<file path="config.mk">
export PLATFORM = sky130hd
export DESIGN_NAME = psu_ctrl
export DESIGN_NICKNAME = d
export VERILOG_FILES = /design/src/psu_pkg.sv /design/src/psu_ctrl.sv
export SDC_FILE = /design/constraint.sdc
export NUM_CORES = 1
export LEC_CHECK = 0
export BUFFER_PORTS_ARGS = -buffer_cell sky130_fd_sc_hd__clkbuf_2
export CORE_ASPECT_RATIO = 2
export CORE_MARGIN = 2
export CORE_UTILIZATION = 35
export DETAILED_ROUTE_END_ITERATION = 10
export GPL_TIMING_DRIVEN = 0
export PLACE_DENSITY = 0.64
export REMOVE_ABC_BUFFERS = 1
export SYNTH_ARGS = -nofsm -noshare
export SYNTH_HDL_FRONTEND = slang
export SYNTH_SLANG_ARGS = --single-unit
</file>
<file path="constraint.sdc">
create_clock -name aclk -period 6.3 [get_ports aclk]
set_input_delay 0.315 -clock aclk [delete_from_list [all_inputs] [get_ports aclk]]
set_output_delay 0.315 -clock aclk [all_outputs]
set_load 0.005 [all_outputs]
</file>
<file path="src/psu_pkg.sv">
// shared types and constants for the png scanline unfilter
`default_nettype none

package psu_pkg;

    localparam int MAX_LINE_BYTES  = 4096;
    localparam int MAX_PIXEL_BYTES = 8;

    localparam int POS_W   = $clog2(MAX_LINE_BYTES);
    localparam int LEN_W   = 13;
    localparam int BPP_W   = 4;
    localparam int SLOT_W  = 3;
    localparam int BYTE_W  = 8;
    localparam int CFG_IDX_W  = 1;
    localparam int CFG_DATA_W = 13;

    localparam logic [CFG_IDX_W-1:0] CFG_PIXEL_BYTES = 1'd0;
    localparam logic [CFG_IDX_W-1:0] CFG_LINE_BYTES  = 1'd1;

    localparam logic [BPP_W-1:0] PIXEL_BYTES_RESET = 4'd4;
    localparam logic [LEN_W-1:0] LINE_BYTES_RESET  = 13'd4096;

    typedef enum logic [2:0] {
        FLT_NONE    = 3'd0,
        FLT_SUB     = 3'd1,
        FLT_UP      = 3'd2,
        FLT_AVG     = 3'd3,
        FLT_PAETH   = 3'd4,
        FLT_UNKNOWN = 3'd5
    } filter_kind_t;

    // one data byte on its way from the front end to reconstruction
    typedef struct packed {
        logic               valid;
        logic [POS_W-1:0]   pos;
        logic [SLOT_W-1:0]  slot;
        logic               left_ok;
        logic               first_row;
        logic               last;
        filter_kind_t       kind;
        logic [BYTE_W-1:0]  data;
    } psu_item_t;

endpackage

`default_nettype wire

</file>
<file path="src/psu_ctrl.sv">
// front end: config registers, line position tracking, first pipeline stage
`default_nettype none

module psu_ctrl
    import psu_pkg::*;
(
    input  wire logic                  aclk,
    input  wire logic                  aresetn,
    input  wire logic                  cfg_we,
    input  wire logic [CFG_IDX_W-1:0]  cfg_index,
    input  wire logic [CFG_DATA_W-1:0] cfg_data,
    input  wire logic                  s_tvalid,
    output logic                       s_tready,
    input  wire logic [BYTE_W-1:0]     s_tdata,
    input  wire logic                  s_tuser,
    input  wire logic                  take,
    output psu_item_t                  item,
    output logic                       rd_en,
    output logic      [POS_W-1:0]      rd_addr
);

    logic [BPP_W-1:0]  pixel_bytes_reg;
    logic [LEN_W-1:0]  line_bytes_reg;
    logic [BPP_W-1:0]  bpp_eff;
    logic [LEN_W-1:0]  len_eff;

    logic [POS_W-1:0]  pos_reg, pos_next;
    logic [SLOT_W-1:0] mod_cnt_reg [MAX_PIXEL_BYTES];
    logic [SLOT_W-1:0] mod_cnt_next [MAX_PIXEL_BYTES];
    filter_kind_t      kind_reg, kind_next;
    logic              first_row_reg, first_row_next;
    logic              await_reg, await_next;
    psu_item_t         item_reg, item_next;

    logic              acc;
    logic              type_byte;
    logic              row_one;
    logic              line_done;
    logic [SLOT_W-1:0] slot_sel;

    always_ff @(posedge aclk) begin
        if (!aresetn) begin
            pixel_bytes_reg <= PIXEL_BYTES_RESET;
            line_bytes_reg  <= LINE_BYTES_RESET;
        end else if (cfg_we) begin
            unique case (cfg_index)
                CFG_PIXEL_BYTES: pixel_bytes_reg <= cfg_data[BPP_W-1:0];
                CFG_LINE_BYTES:  line_bytes_reg  <= cfg_data[LEN_W-1:0];
                default: ;
            endcase
        end
    end

    // out-of-range settings clamp into the legal range
    always_comb begin
        if (pixel_bytes_reg == '0) begin
            bpp_eff = BPP_W'(1);
        end else if (pixel_bytes_reg > BPP_W'(MAX_PIXEL_BYTES)) begin
            bpp_eff = BPP_W'(MAX_PIXEL_BYTES);
        end else begin
            bpp_eff = pixel_bytes_reg;
        end
        if (line_bytes_reg == '0) begin
            len_eff = LEN_W'(1);
        end else if (line_bytes_reg > LEN_W'(MAX_LINE_BYTES)) begin
            len_eff = LEN_W'(MAX_LINE_BYTES);
        end else begin
            len_eff = line_bytes_reg;
        end
    end

    assign s_tready  = !item_reg.valid || take;
    assign acc       = s_tvalid && s_tready;
    assign type_byte = s_tuser || await_reg;
    assign row_one   = s_tuser || first_row_reg;
    assign line_done = ({1'b0, pos_reg} + LEN_W'(1)) >= len_eff;
    // column mod k kept by one wrapping counter per pixel size
    assign slot_sel  = mod_cnt_reg[SLOT_W'(bpp_eff - BPP_W'(1))];

    always_comb begin
        pos_next       = pos_reg;
        mod_cnt_next   = mod_cnt_reg;
        kind_next      = kind_reg;
        first_row_next = first_row_reg;
        await_next     = await_reg;
        item_next      = item_reg;
        if (take) begin
            item_next.valid = 1'b0;
        end
        if (acc) begin
            if (type_byte) begin
                kind_next      = (s_tdata > BYTE_W'(FLT_PAETH)) ? FLT_UNKNOWN
                                                                : filter_kind_t'(s_tdata[2:0]);
                await_next     = 1'b0;
                pos_next       = '0;
                first_row_next = row_one;
                for (int k = 0; k < MAX_PIXEL_BYTES; k++) begin
                    mod_cnt_next[k] = '0;
                end
            end else begin
                item_next.valid     = 1'b1;
                item_next.pos       = pos_reg;
                item_next.slot      = slot_sel;
                item_next.left_ok   = {1'b0, pos_reg} >= LEN_W'(bpp_eff);
                item_next.first_row = first_row_reg;
                item_next.last      = line_done;
                item_next.kind      = kind_reg;
                item_next.data      = s_tdata;
                if (line_done) begin
                    pos_next       = '0;
                    first_row_next = 1'b0;
                    await_next     = 1'b1;
                    for (int k = 0; k < MAX_PIXEL_BYTES; k++) begin
                        mod_cnt_next[k] = '0;
                    end
                end else begin
                    pos_next = pos_reg + POS_W'(1);
                    for (int k = 0; k < MAX_PIXEL_BYTES; k++) begin
                        mod_cnt_next[k] = (mod_cnt_reg[k] == SLOT_W'(k)) ? '0
                                          : mod_cnt_reg[k] + SLOT_W'(1);
                    end
                end
            end
        end
    end

    always_ff @(posedge aclk) begin
        if (!aresetn) begin
            pos_reg        <= '0;
            kind_reg       <= FLT_NONE;
            first_row_reg  <= 1'b1;
            await_reg      <= 1'b1;
            item_reg.valid <= 1'b0;
            for (int k = 0; k < MAX_PIXEL_BYTES; k++) begin
                mod_cnt_reg[k] <= '0;
            end
        end else begin
            pos_reg       <= pos_next;
            kind_reg      <= kind_next;
            first_row_reg <= first_row_next;
            await_reg     <= await_next;
            item_reg      <= item_next;
            mod_cnt_reg   <= mod_cnt_next;
        end
    end

    assign item    = item_reg;
    assign rd_en   = acc && !type_byte;
    assign rd_addr = pos_reg;

endmodule

`default_nettype wire

</file>
==> results.toml <==
[synthesis]
ys_types = 52
synth_most_common_cell = "nand2_1"
synth_edf_count = 29
async_flop_share_pct = 0
syn_area_sq_um = 4300
yosys_register_bits = 88
synthCells = 440
netlist_top_cells_area = "dfxtp_1 (27%), edfxtp_1 (20%), ha_1 (7.6%)"
yosys_warnings = 0
synth_top_area_share_pct = 27.5
synth.largest_area_cell = "dfxtp_1"
avgSynthCellArea_sq_um = 9.77
netlist_top_cells_count = "nand2_1 (74), dfxtp_1 (59), a21oi_1 (45)"
ys_seq_area_share_pct = 47.8
synthFlopType = "dfxtp_1"

[pwr]
ir_worst_vdd_mv = 0.171
pwr-share-seq_pct = 47.8
netSwitchingFraction_pct = 22.9
p_sw_mw = 0.289
p_per_area_nw_per_um2 = 248
leakage_nw = 1.99
power.internal_mw = 0.977
p_comb_share_pct = 7.4
p_clk_share_pct = 44.9

[worst_setup_path]
cp-start-kind = "register"
cp.depth = 10
critPathKind = "register to register"
cp_max_fo = 28
reg2regPathDepth = 10
cp_top_family = "compound AO/OA/AOI/OAI gates"
worstPathRequired_ns = 6.54
cp_slowest_cell = "a211oi_4"
slowest_delay_ns = 1.07
cp-end-kind = "register"
crit_buf_inv = 0
cp_cell_sequence = "ha_1, and4_1, and4_1, and3_1, ha_1, a21oi_1, o21ai_0, a211oi_4, a31oi_2, a2111oi_2"
cp.arrival_ns = 4.57

[drt]
drtIter0Drc = 181
dr.pass1.iters = 5
antenna_left = 0
vias_per_cell = 5.39
drc = 0
totalWireLength_um = 9850
num_vias = 3501
wl_per_cell_um = 15.2

[floorplan]
die_area_sq_um = 13200
rows = 57
ios = 72
die_y_um = 161
core_sq_um = 12100
initial_core_util_pct = 35.6
die_w_um = 82.3

[place]
gp_congestion = 0.794
dp_hpwl_um = 7110
placedCellCount = 634
io_buffers = 71

[cts]
htreeDepth = 3
clkTransAtPathRegs_ns = 0.07
worst_skew_pair.late_latency_ns = 0.34
clock-root-buffer = "clkbuf_16"
cts_tree = "done"
hold_buffers = 0
numCtsBuffers = 9
cts_resized = 0
clock_path_buffers = 2
postCtsSetupRepairBufs = 0
cts.sinks = 88

[timing]
post-route-period-util_pct = 68.7
period_minus_slack_ns = 4.33
slew_headroom_pct = 13.6
final_hold_viol_count = 0
fin_setup_tns_ns = 0
worst_slew_pin_slew_ns = 1.29
drv_slew = 0
setup_viol = 0
rsz0062_at_grt = "false"
fin_skew_ns = 0.00841
timing.fmax_mhz = 231

[run]
maxCapViolations = 0

[global_route]
antenna_found_initial = 0
grt_pass1_vias = 3525
grt_pass1_wl_um = 16600
overflow = 0
grt_max_degree = 56
grtUsageTotal_pct = 15.8

[status]
status = "completed"

[final_layout]
syn_to_final_growth_pct = 18.7
n_antenna_cell = 0
drive_gt1_share_pct = 22.3
instances_no_fill = 650
fin_nets = 552
largest_reg_flops = 30

[worst_hold_path]
min_path_type = "input port to register"
hold_depth = 1
-- final timing paths --
kind,startpoint,to,slack [ns]
max,rd_addr[0],mod_cnt_reg[14],1.97
min,s_tdata[4],item[4],0.16
max reg2reg,rd_addr[0],mod_cnt_reg[14],1.97
min reg2reg,kind_reg[1],item[9],0.44
-- cell usage in the layout, fill, tap and decap left out, types with 2 or more instances in the layout --
cell        netlist  routed
mux2i_1           5       5
nor4_2            2       2
dfxtp_1          59      59
nor4_1            5       5
a221o_1           2       2
o41ai_2           3       3
nand3_1          11      11
and4_1            2       2
clkinvlp_4        0       3
and2_0            2       2
nor2_2            1       2
nand4b_1          3       3
nor2_1           20      19
clkbuf_2          0      71
nand2_1          74      74
nand3b_1          2       2
xor2_1            7       7
nand2b_1          4       4
a211oi_1          3       3
a21oi_1          45      45
nand4_1          26      26
mux4_2            6       6
a31oi_1           3       3
nor2b_1           4       4
and3_1            3       3
ha_1             26      26
inv_1            14      14
nor3b_1           4       4
o21ai_0           7       7
xnor2_1           6       6
o211ai_1          3       3
nor3_1           12      12
edfxtp_1         29      29
clkbuf_16         0       9
o221ai_1          2       2
and4b_1           2       2
bufinv_16         0       2
mux2_2            3       3
-- power by group through the flow --
stage               sequential, mW  combinational (mW)  clock [mW]
floorplan                    0.615              0.0575           0
global placement             0.617              0.0890           0
detailed placement           0.617              0.0935           0
CTS                          0.605              0.0938       0.576
global route                 0.606               0.104       0.593
finish                       0.605              0.0933       0.568
-- layer usage --
metal | vias up | global-route usage (%) | share of wire, %
li1 | 1721 | - | -
met1 | 1658 | 17.6 | 38
met2 | 103 | 28.5 | 54
met3 | 19 | 2.30 | 5.0
met4 | 0 | 7.05 | 2.5
met5 | - | 0 | 0
-- metrics by stage --
stage	hold WS [ns]	area, sq um	power, mW	setup WS [ns]	utilization [%]
final	0.161	5100	1.27	1.97	42.3
after detailed placement	0.418	4780	0.711	2.05	39.6
after CTS	0.153	5100	1.27	2.01	42.3
after global placement	0.416	4730	0.706	1.03	39.2
after global routing	0.167	5100	1.30	1.72	42.3
after floorplan	0.377	4190	0.673	2.54	-
-- cell families (layout without fill, tap and decap cells) --
| kind of cell | after synthesis | in the layout | synth area share (%) |
|---|---|---|---|
| fa+ha+maj | 26 | 26 | 7.57 |
| compound gates | 75 | 75 | 11.4 |
| mux | 14 | 14 | 5.10 |
| simple gates | 183 | 183 | 21.6 |
| flops | 88 | 88 | 47.8 |
| buf+inv | 41 | 104 | 3.84 |
| xor+xnor | 13 | 13 | 2.65 |
-- worst register-to-register path: stages, from the launching register on --
cell and delay (ns):
dfxtp_1 0.49, ha_1 0.30, and4_1 0.27, and4_1 0.31, and3_1 0.20, ha_1 0.26, a21oi_1 0.14, o21ai_0 0.20
a211oi_4 1.07, a31oi_2 0.56, a2111oi_2 0.45
-- layout make-up --
| cell class | count | area, sq um |
|---|---|---|
| Timing Repair Buffer | 73 | 398 |
| Clock buffer | 9 | 225 |
| Multi-Input combinational cell | 311 | 2090 |
| Tap cell | 147 | 184 |
| Fill cell | 1157 | 6950 |
| Inverter | 15 | 56.3 |
| Clock inverter | 7 | 96.3 |
| Sequential cell | 88 | 2050 |
No activity file was read; power rests on OpenSTA's default activity.
