### src/psu_pkg.sv
// shared types and constants for the png scanline unfilter
`default_nettype none

package psu_pkg;

    localparam int MAX_LINE_BYTES  = 4096;
    localparam int MAX_PIXEL_BYTES = 8;

    localparam int POS_W   = $clog2(MAX_LINE_BYTES);
    localparam int LEN_W   = 13;
    localparam int BPP_W   = 4;
    localparam int SLOT_W  = 3;
    localparam int BYTE_W  = 8;
    localparam int CFG_IDX_W  = 1;
    localparam int CFG_DATA_W = 13;

    localparam logic [CFG_IDX_W-1:0] CFG_PIXEL_BYTES = 1'd0;
    localparam logic [CFG_IDX_W-1:0] CFG_LINE_BYTES  = 1'd1;

    localparam logic [BPP_W-1:0] PIXEL_BYTES_RESET = 4'd4;
    localparam logic [LEN_W-1:0] LINE_BYTES_RESET  = 13'd4096;

    typedef enum logic [2:0] {
        FLT_NONE    = 3'd0,
        FLT_SUB     = 3'd1,
        FLT_UP      = 3'd2,
        FLT_AVG     = 3'd3,
        FLT_PAETH   = 3'd4,
        FLT_UNKNOWN = 3'd5
    } filter_kind_t;

    // one data byte on its way from the front end to reconstruction
    typedef struct packed {
        logic               valid;
        logic [POS_W-1:0]   pos;
        logic [SLOT_W-1:0]  slot;
        logic               left_ok;
        logic               first_row;
        logic               last;
        filter_kind_t       kind;
        logic [BYTE_W-1:0]  data;
    } psu_item_t;

endpackage

`default_nettype wire

### src/psu_recon.sv
// predictor, byte histories, line store write-back and output register
`default_nettype none

module psu_recon
    import psu_pkg::*;
(
    input  wire logic              aclk,
    input  wire logic              aresetn,
    input  wire psu_item_t         item,
    input  wire logic [BYTE_W-1:0] above_raw,
    output logic                   take,
    output logic                   wr_en,
    output logic      [POS_W-1:0]  wr_addr,
    output logic      [BYTE_W-1:0] wr_data,
    output logic                   m_tvalid,
    input  wire logic              m_tready,
    output logic      [BYTE_W-1:0] m_tdata,
    output logic                   m_tlast,
    output logic                   m_tuser
);

    logic [BYTE_W-1:0] left_hist_reg [MAX_PIXEL_BYTES];
    logic [BYTE_W-1:0] abl_hist_reg  [MAX_PIXEL_BYTES];

    logic              m_valid_reg;
    logic [BYTE_W-1:0] m_data_reg;
    logic              m_last_reg;
    logic              m_bad_reg;

    logic [BYTE_W-1:0] left, above, above_left;
    logic [BYTE_W:0]   avg_sum;
    logic signed [9:0] d_bc, d_ac, d_abc;
    logic [9:0]        pa, pb, pc;
    logic [BYTE_W-1:0] paeth;
    logic [BYTE_W-1:0] pred;
    logic [BYTE_W-1:0] result;

    assign take = item.valid && (!m_valid_reg || m_tready);

    always_comb begin
        left       = item.left_ok ? left_hist_reg[item.slot] : '0;
        above      = item.first_row ? '0 : above_raw;
        above_left = (!item.first_row && item.left_ok) ? abl_hist_reg[item.slot] : '0;
    end

    // paeth distances, all on 10-bit signed values
    always_comb begin
        d_bc  = $signed({2'b00, above}) - $signed({2'b00, above_left});
        d_ac  = $signed({2'b00, left})  - $signed({2'b00, above_left});
        d_abc = $signed({2'b00, left}) + $signed({2'b00, above})
                - $signed({1'b0, above_left, 1'b0});
        pa = (d_bc  < 0) ? 10'(-d_bc)  : 10'(d_bc);
        pb = (d_ac  < 0) ? 10'(-d_ac)  : 10'(d_ac);
        pc = (d_abc < 0) ? 10'(-d_abc) : 10'(d_abc);
        if (pa <= pb && pa <= pc) begin
            paeth = left;
        end else if (pb <= pc) begin
            paeth = above;
        end else begin
            paeth = above_left;
        end
    end

    assign avg_sum = {1'b0, left} + {1'b0, above};

    always_comb begin
        case (item.kind) inside
            FLT_SUB:               pred = left;
            FLT_UP:                pred = above;
            FLT_AVG:               pred = avg_sum[BYTE_W:1];
            FLT_PAETH:             pred = paeth;
            FLT_NONE, FLT_UNKNOWN: pred = '0;
            default:               pred = '0;
        endcase
    end

    assign result  = item.data + pred;
    assign wr_en   = take;
    assign wr_addr = item.pos;
    assign wr_data = result;

    always_ff @(posedge aclk) begin
        if (!aresetn) begin
            for (int k = 0; k < MAX_PIXEL_BYTES; k++) begin
                left_hist_reg[k] <= '0;
                abl_hist_reg[k]  <= '0;
            end
        end else if (take) begin
            left_hist_reg[item.slot] <= result;
            abl_hist_reg[item.slot]  <= above;
        end
    end

    always_ff @(posedge aclk) begin
        if (!aresetn) begin
            m_valid_reg <= 1'b0;
        end else if (take) begin
            m_valid_reg <= 1'b1;
        end else if (m_tready) begin
            m_valid_reg <= 1'b0;
        end
    end

    always_ff @(posedge aclk) begin
        if (take) begin
            m_data_reg <= result;
            m_last_reg <= item.last;
            m_bad_reg  <= (item.kind == FLT_UNKNOWN);
        end
    end

    assign m_tvalid = m_valid_reg;
    assign m_tdata  = m_data_reg;
    assign m_tlast  = m_last_reg;
    assign m_tuser  = m_bad_reg;

endmodule

`default_nettype wire

### config.mk
export PLATFORM = sky130hd
export DESIGN_NAME = psu_recon
export DESIGN_NICKNAME = d
export VERILOG_FILES = /design/src/psu_pkg.sv /design/src/psu_recon.sv
export SDC_FILE = /design/constraint.sdc
export NUM_CORES = 1
export LEC_CHECK = 0
export ABC_AREA = 1
export BUFFER_PORTS_ARGS = -buffer_cell sky130_fd_sc_hd__buf_2
export CAP_MARGIN = 40
export CELL_PAD_IN_SITES_DETAIL_PLACEMENT = 1
export CELL_PAD_IN_SITES_GLOBAL_PLACEMENT = 2
export CORE_UTILIZATION = 30
export CTS_CLUSTER_SIZE = 20
export DETAILED_ROUTE_END_ITERATION = 7
export PLACE_DENSITY_LB_ADDON = 0.05
export SYNTH_ARGS = -nofsm -noshare
export SYNTH_HDL_FRONTEND = slang
export SYNTH_SLANG_ARGS = --single-unit
### constraint.sdc
create_clock -name aclk -period 10.3 [get_ports aclk]
set_clock_uncertainty 0.05 [all_clocks]
set_input_delay 0.515 -clock aclk [delete_from_list [all_inputs] [get_ports aclk]]
set_output_delay 0.515 -clock aclk [all_outputs]
set_load 0.02 [all_outputs]
==> qor.csv, run 1 <==
stage;metric;value;unit
placed_design;dp_hpwl;26400;um
synth;synth_top_family_by_area;simple AND/OR/NAND/NOR gates;
die;die_x;179;um
detailed_routing;routed_wl;34000;um
placed_design;place_congestion;0.822;
placed_design;place_ws;1.17;ns
critical_path;worst_path_max_delay_cell;a31oi_1;
synth;syn_area;0.00937;sq mm
timing;setup_viol;0;
detailed_routing;via_per_inst;4.95;
timing;max_freq;110;MHz
synth;synthSimpleGateAreaFrac;23.7;%
placed_design;placed_cell_area;0.0103;sq mm
synth;synth_top_cell_by_area;edfxtp_1;
min_path;hold_path.class;primary input to flip-flop;
critical_path;cp.arrival;8.53;ns
power;power.density;194;mW/mm^2
synth;synth_xor_area_share;2.80;%
synth;yosys_register_bits;139;
timing;slew_headroom;41.4;%
die;fp.dieH;179;um
cts;clk_latency;0.43;ns
die;fp.dieArea;0.0319;sq mm
cts;root_buffer;clkbuf_16;
critical_path;critical_path_class;primary input to output pin;
synth;synthFlopType;edfxtp_1;
timing;period_share;88.3;%
timing;tns;0;ns
die;top_level_ports;74;
detailed_routing;drc;0;
timing;setup_ws;1.20;ns
synth;ys_warn_count;0;
critical_path;start_kind;primary input;
synth;synth_edf_count;138;
grt;grt_max_degree;18;
cts;clock_path_buffers;2;
detailed_routing;drtIter0Drc;423;
cts;post_cts_buffers;0;
critical_path;crit_fanout;12;
finish;final_layout_size_suffix_gt1_share;13.2;%
timing;tightestPinTransition;0.876;ns
cts;cts_hold_buf;0;
finish;syn_to_final_growth;17.3;%
synth;synth_compound_area_share;9.59;%
synth;synthTopCellsByArea;edfxtp_1 44%, nand2_1 9.3%, ha_1 9.2%;
outcome;status;completed;
synth;synth_seq_area_share;44.4;%
power;peakVddDrop;0.000109;V
timing;hold_viol;0;
critical_path;worst_path_most_repeated_cell;nand2_1;
synth;synth_adder_area_share;11.6;%
synth;syn_inst;1084;
die;core-area;0.0307;sq mm
power;total_power;2.13;mW
finish;post-route-util;35.8;%
placed_design;io_buffers;49;
timing;final.min_clock_period;9.10;ns
cts;cts_resized;0;
finish;final_cell_area;0.0110;sq mm
detailed_routing;avgRoutedWirePerCell;21.9;um
cts;cts_tree;done;
die;initial_core_util;30.6;%
grt;antenna_found_initial;3;
detailed_routing;drtPass1Iterations;5;
detailed_routing;vias;7701;
finish;nNetsFinal;1267;
critical_path;worstPathRequired;9.74;ns
cts;cts_buffers;17;
cts;cts_sinks;139;
grt;grt_pass1_vias;7830;
run;maxCapViolations;0;
grt;grt_pass1_wl;50700;um
synth;async_reset_ff_share;0;%
cts;htreeDepth;4;
grt;grt_use_total;22.2;%
timing;slew_viol_final;0;
die;rows;64;
critical_path;cpPeakStageDelay;0.64;ns
timing;rsz0062_at_grt;false;
synth;muxShareOfSynthArea;0;%
synth;yosysUniqueCellTypes;49;
detailed_routing;drtAntennaViolNets;0;
critical_path;critPathCaptureType;output pin;
synth;synth_top_area_share;44.2;%
cts;clk_pin_slew_worst_paths;0.06;ns
power;leakage;4.98;nW
synth;syn_avg_cell_area;8.65;sq um
grt;overflow;0;
[power breakdown]
| part | switching (mW) | internal [mW] | total [mW] | leakage, nW |
|---|---|---|---|---|
| combinational | 0.526 | 0.239 | 0.766 | 3.20 |
| sequential | 0.00817 | 0.653 | 0.661 | 1.46 |
| clock | 0.248 | 0.455 | 0.703 | 0.320 |
[area by class of cell]
| cell class | count | area [sq um] |
|---|---|---|
| diodes | 1 | 2.50 |
| multi-input cells | 764 | 4480 |
| repair buffers | 76 | 622 |
| clock buffers | 17 | 425 |
| well taps | 396 | 495 |
| flip-flops and latches | 139 | 4160 |
| inverters | 148 | 556 |
| fillers | 3609 | 19700 |
| clock inverters | 14 | 244 |
[worst max-delay path: cells and delay by family]
kind	cells	cell delay, ns
buffers and inverters	10	1.39
XOR/XNOR	3	0.67
AND/OR/NAND/NOR	20	2.41
adder cells (fa/ha/maj)	4	1.52
AO/OA/AOI/OAI	9	1.98
[worst paths after layout]
check	from	to	slack, ns	cells past startpoint
worst max-delay path	item[15]	wr_data[7]	1.20	46
worst min-delay path	item[11]	m_tlast	0.21	1
worst max register to register	left_hist_reg[2][2]	left_hist_reg[0][6]	2.48	39
worst min register to register	m_tvalid	m_tvalid	0.45	2
[per-layer routing]
layer | GRT usage, % | vias up | routed length [um]
met5 | 0 | - | 22
li1 | - | 3752 | -
met2 | 33.7 | 162 | 15000
met4 | 4.56 | 4 | 335
met1 | 32.9 | 3756 | 17100
met3 | 3.73 | 27 | 1520
[cell families after synthesis]
| family | Yosys count |
|---|---|
| xor+xnor | 30 |
| fa+ha+maj | 80 |
| flops | 139 |
| simple gates | 516 |
| other cells | 2 |
| buf+inv | 183 |
| compound gates | 134 |
[synthesized netlist by cell type (all sizes together), types with 2 or more instances]
| master | number |
|---|---|
| fa | 11 |
| a22o | 11 |
| a211oi | 2 |
| nand3b | 3 |
| a22oi | 18 |
| inv | 147 |
| a21oi | 43 |
| a32oi | 3 |
| nand2 | 243 |
| o21bai | 6 |
| xnor2 | 9 |
| or2 | 3 |
| o211ai | 4 |
| xor2 | 21 |
| nand3 | 47 |
| nor3 | 16 |
| a41oi | 2 |
| clkbuf | 20 |
| nor2 | 179 |
| edfxtp | 138 |
| ha | 69 |
| nand4 | 22 |
| o21ai | 24 |
| buf | 15 |
| a221oi | 14 |
| conb | 2 |
[through the flow]
step                hold slack (ns)  instances
floorplan                     0.510       1086
finish                        0.207       1555
global route                  0.186       1554
CTS                           0.191       1554
detailed placement            0.446       1523
global placement              0.444       1508
[cells in the final DEF (no fill, tap or decap), drive strengths merged, types with 3 or more instances in the layout]
cell    netlist  layout
a21oi        43      43
a221oi       14      14
a22o         11      11
a22oi        18      18
a32oi         3       3
buf          15      76
bufinv        0       6
clkbuf       20      17
clkinv        1       5
conb          2       4
edfxtp      138     138
fa           11      11
ha           69      69
inv         147     149
nand2       243     243
nand3        47      47
nand3b        3       3
nand4        22      22
nor2        179     179
nor3         16      16
o211ai        4       4
o21ai        24      24
o21bai        6       6
or2           3       3
xnor2         9       9
xor2         21      21
(Power assumes the default switching activity.)
==> inputs of run 2 (changes only) <==
--- a/config.mk
+++ b/config.mk
@@ -10,7 +10,7 @@
 export CAP_MARGIN = 40
 export CELL_PAD_IN_SITES_DETAIL_PLACEMENT = 1
 export CELL_PAD_IN_SITES_GLOBAL_PLACEMENT = 2
-export CORE_UTILIZATION = 30
+export CORE_UTILIZATION = 23
 export CTS_CLUSTER_SIZE = 20
 export DETAILED_ROUTE_END_ITERATION = 7
 export PLACE_DENSITY_LB_ADDON = 0.05
==> qor.csv, run 2 (synthesized netlist as in run 1, its figures left out) <==
stage;metric;value;unit
outcome;status;completed;
finish;layout_commonest_cell;nand2_1;
cts;cts_sinks;139;
timing;max_freq;110;MHz
min_path;hold_path.class;primary input to flip-flop;
die;die_x;204;um
critical_path;worstPathRequired;9.74;ns
grt;grt_use_total;18.0;%
power;leakage;4.88;nW
cts;htreeDepth;4;
placed_design;place_ws;1.16;ns
detailed_routing;drtIter0Drc;379;
finish;diodes;0;
critical_path;critical_path_class;primary input to output pin;
finish;syn_to_final_growth;16.9;%
grt;use_met1;26.5;%
cts;cts_buffers;17;
critical_path;start_kind;primary input;
critical_path;crit_family;compound AO/OA/AOI/OAI gates;
grt;grt_pass1_vias;7982;
cts;cts_hold_buf;0;
power;peakVddDrop;0.000108;V
die;initial_core_util;23.5;%
die;core-area;0.0399;sq mm
detailed_routing;drtAntennaViolNets;0;
power;clkPwrFrac;28.6;%
detailed_routing;via_per_inst;4.52;
cts;cts_tree;done;
timing;rsz0062_at_grt;false;
placed_design;place_congestion;0.755;
detailed_routing;drtPass1Iterations;4;
finish;most-common-layout-cells;233 x nand2_1, 168 x nor2_1, 140 x inv_1;
cts;clk_latency;0.43;ns
grt;use_met2;27.6;%
power;total_power;2.00;mW
detailed_routing;drc;0;
cts;cts_resized;0;
grt;grt_max_degree;18;
finish;final-seq-area;0.00416;sq mm
critical_path;cpPeakStageDelay;0.62;ns
timing;hold_viol;0;
power;combinationalPowerShare;38.3;%
die;fp.dieH;204;um
grt;grt_pass1_wl;53400;um
cts;post_cts_buffers;0;
cts;clock_path_buffers;2;
finish;multiInputGateArea;0.00448;sq mm
critical_path;critPathCaptureType;output pin;
die;top_level_ports;74;
grt;overflow;0;
grt;met3_usage;3.16;%
critical_path;worst_path_max_delay_cell;a41oi_1;
timing;period_share;88.5;%
timing;setup_viol;0;
grt;busiest_layer;met2;
timing;setup_ws;1.18;ns
critical_path;worst_path_most_repeated_cell;nand2_1;
die;fp.dieArea;0.0416;sq mm
timing;final.min_clock_period;9.12;ns
grt;antenna_found_initial;4;
finish;nNetsFinal;1267;
timing;tightestPinTransition;0.828;ns
power;seq_power_share;33.0;%
finish;fill_cells;4679;
detailed_routing;avgRoutedWirePerCell;21.4;um
critical_path;cp.arrival;8.55;ns
power;p_sw;0.781;mW
power;power.density;183;mW/mm^2
timing;slew_headroom;44.6;%
critical_path;critPathBufInv;8;
placed_design;io_buffers;49;
timing;slew_viol_final;0;
placed_design;dp_hpwl;27700;um
die;rows;73;
run;maxCapViolations;0;
timing;tns;0;ns
detailed_routing;vias;7618;
cts;clk_pin_slew_worst_paths;0.06;ns
power;intPower;1.22;mW
critical_path;crit_fanout;12;
cts;root_buffer;clkbuf_16;
detailed_routing;routed_wl;36100;um
finish;final_layout_size_suffix_gt1_share;13.0;%
power;switching_share;39.1;%
-- run 2: path summary, 6_finish.rpt --
check | start | end | slack (ns) | cells past startpoint
setup / recovery | item[15] | wr_data[7] | 1.18 | 39
hold / removal | item[11] | m_tlast | 0.21 | 1
setup reg to reg | abl_hist_reg[4][0] | left_hist_reg[1][6] | 2.66 | 34
hold reg to reg | m_tvalid | m_tvalid | 0.44 | 2
-- run 2: layer usage --
layer / share of wire, % / vias up
met1: 51 / 3697
met4: 0.85 / 8
met5: 0.16 / -
li1: - / 3758
met3: 4.3 / 25
met2: 44 / 130
-- run 2: through the flow --
step                      cell area (sq um)  hold slack (ns)  std cells  util, %
final                                 11000            0.209       1684     27.4
after global routing                  11000            0.190       1684     27.4
after detailed placement              10400            0.437       1652     26.1
after floorplan                        9380            0.510       1086        -
after CTS                             11000            0.191       1684     27.4
after global placement                10200            0.443       1644     25.7
-- run 2: power by group through the flow --
stage	Clock [mW]	Combinational (mW)	Sequential [mW]
after floorplan	0	0.523	0.680
after global placement	0	0.781	0.672
after detailed placement	0	0.783	0.672
after CTS	0.585	0.785	0.660
after global routing	0.604	0.879	0.663
final	0.573	0.766	0.660
-- run 2: layout make-up --
type,instances,area share [%]
Sequential cell,139,38.0
Clock buffer,19,3.95
Multi-Input combinational cell,764,40.9
Timing Repair Buffer,76,5.09
Clock inverter,13,0.948
Tap cell,525,6.00
Inverter,148,5.07
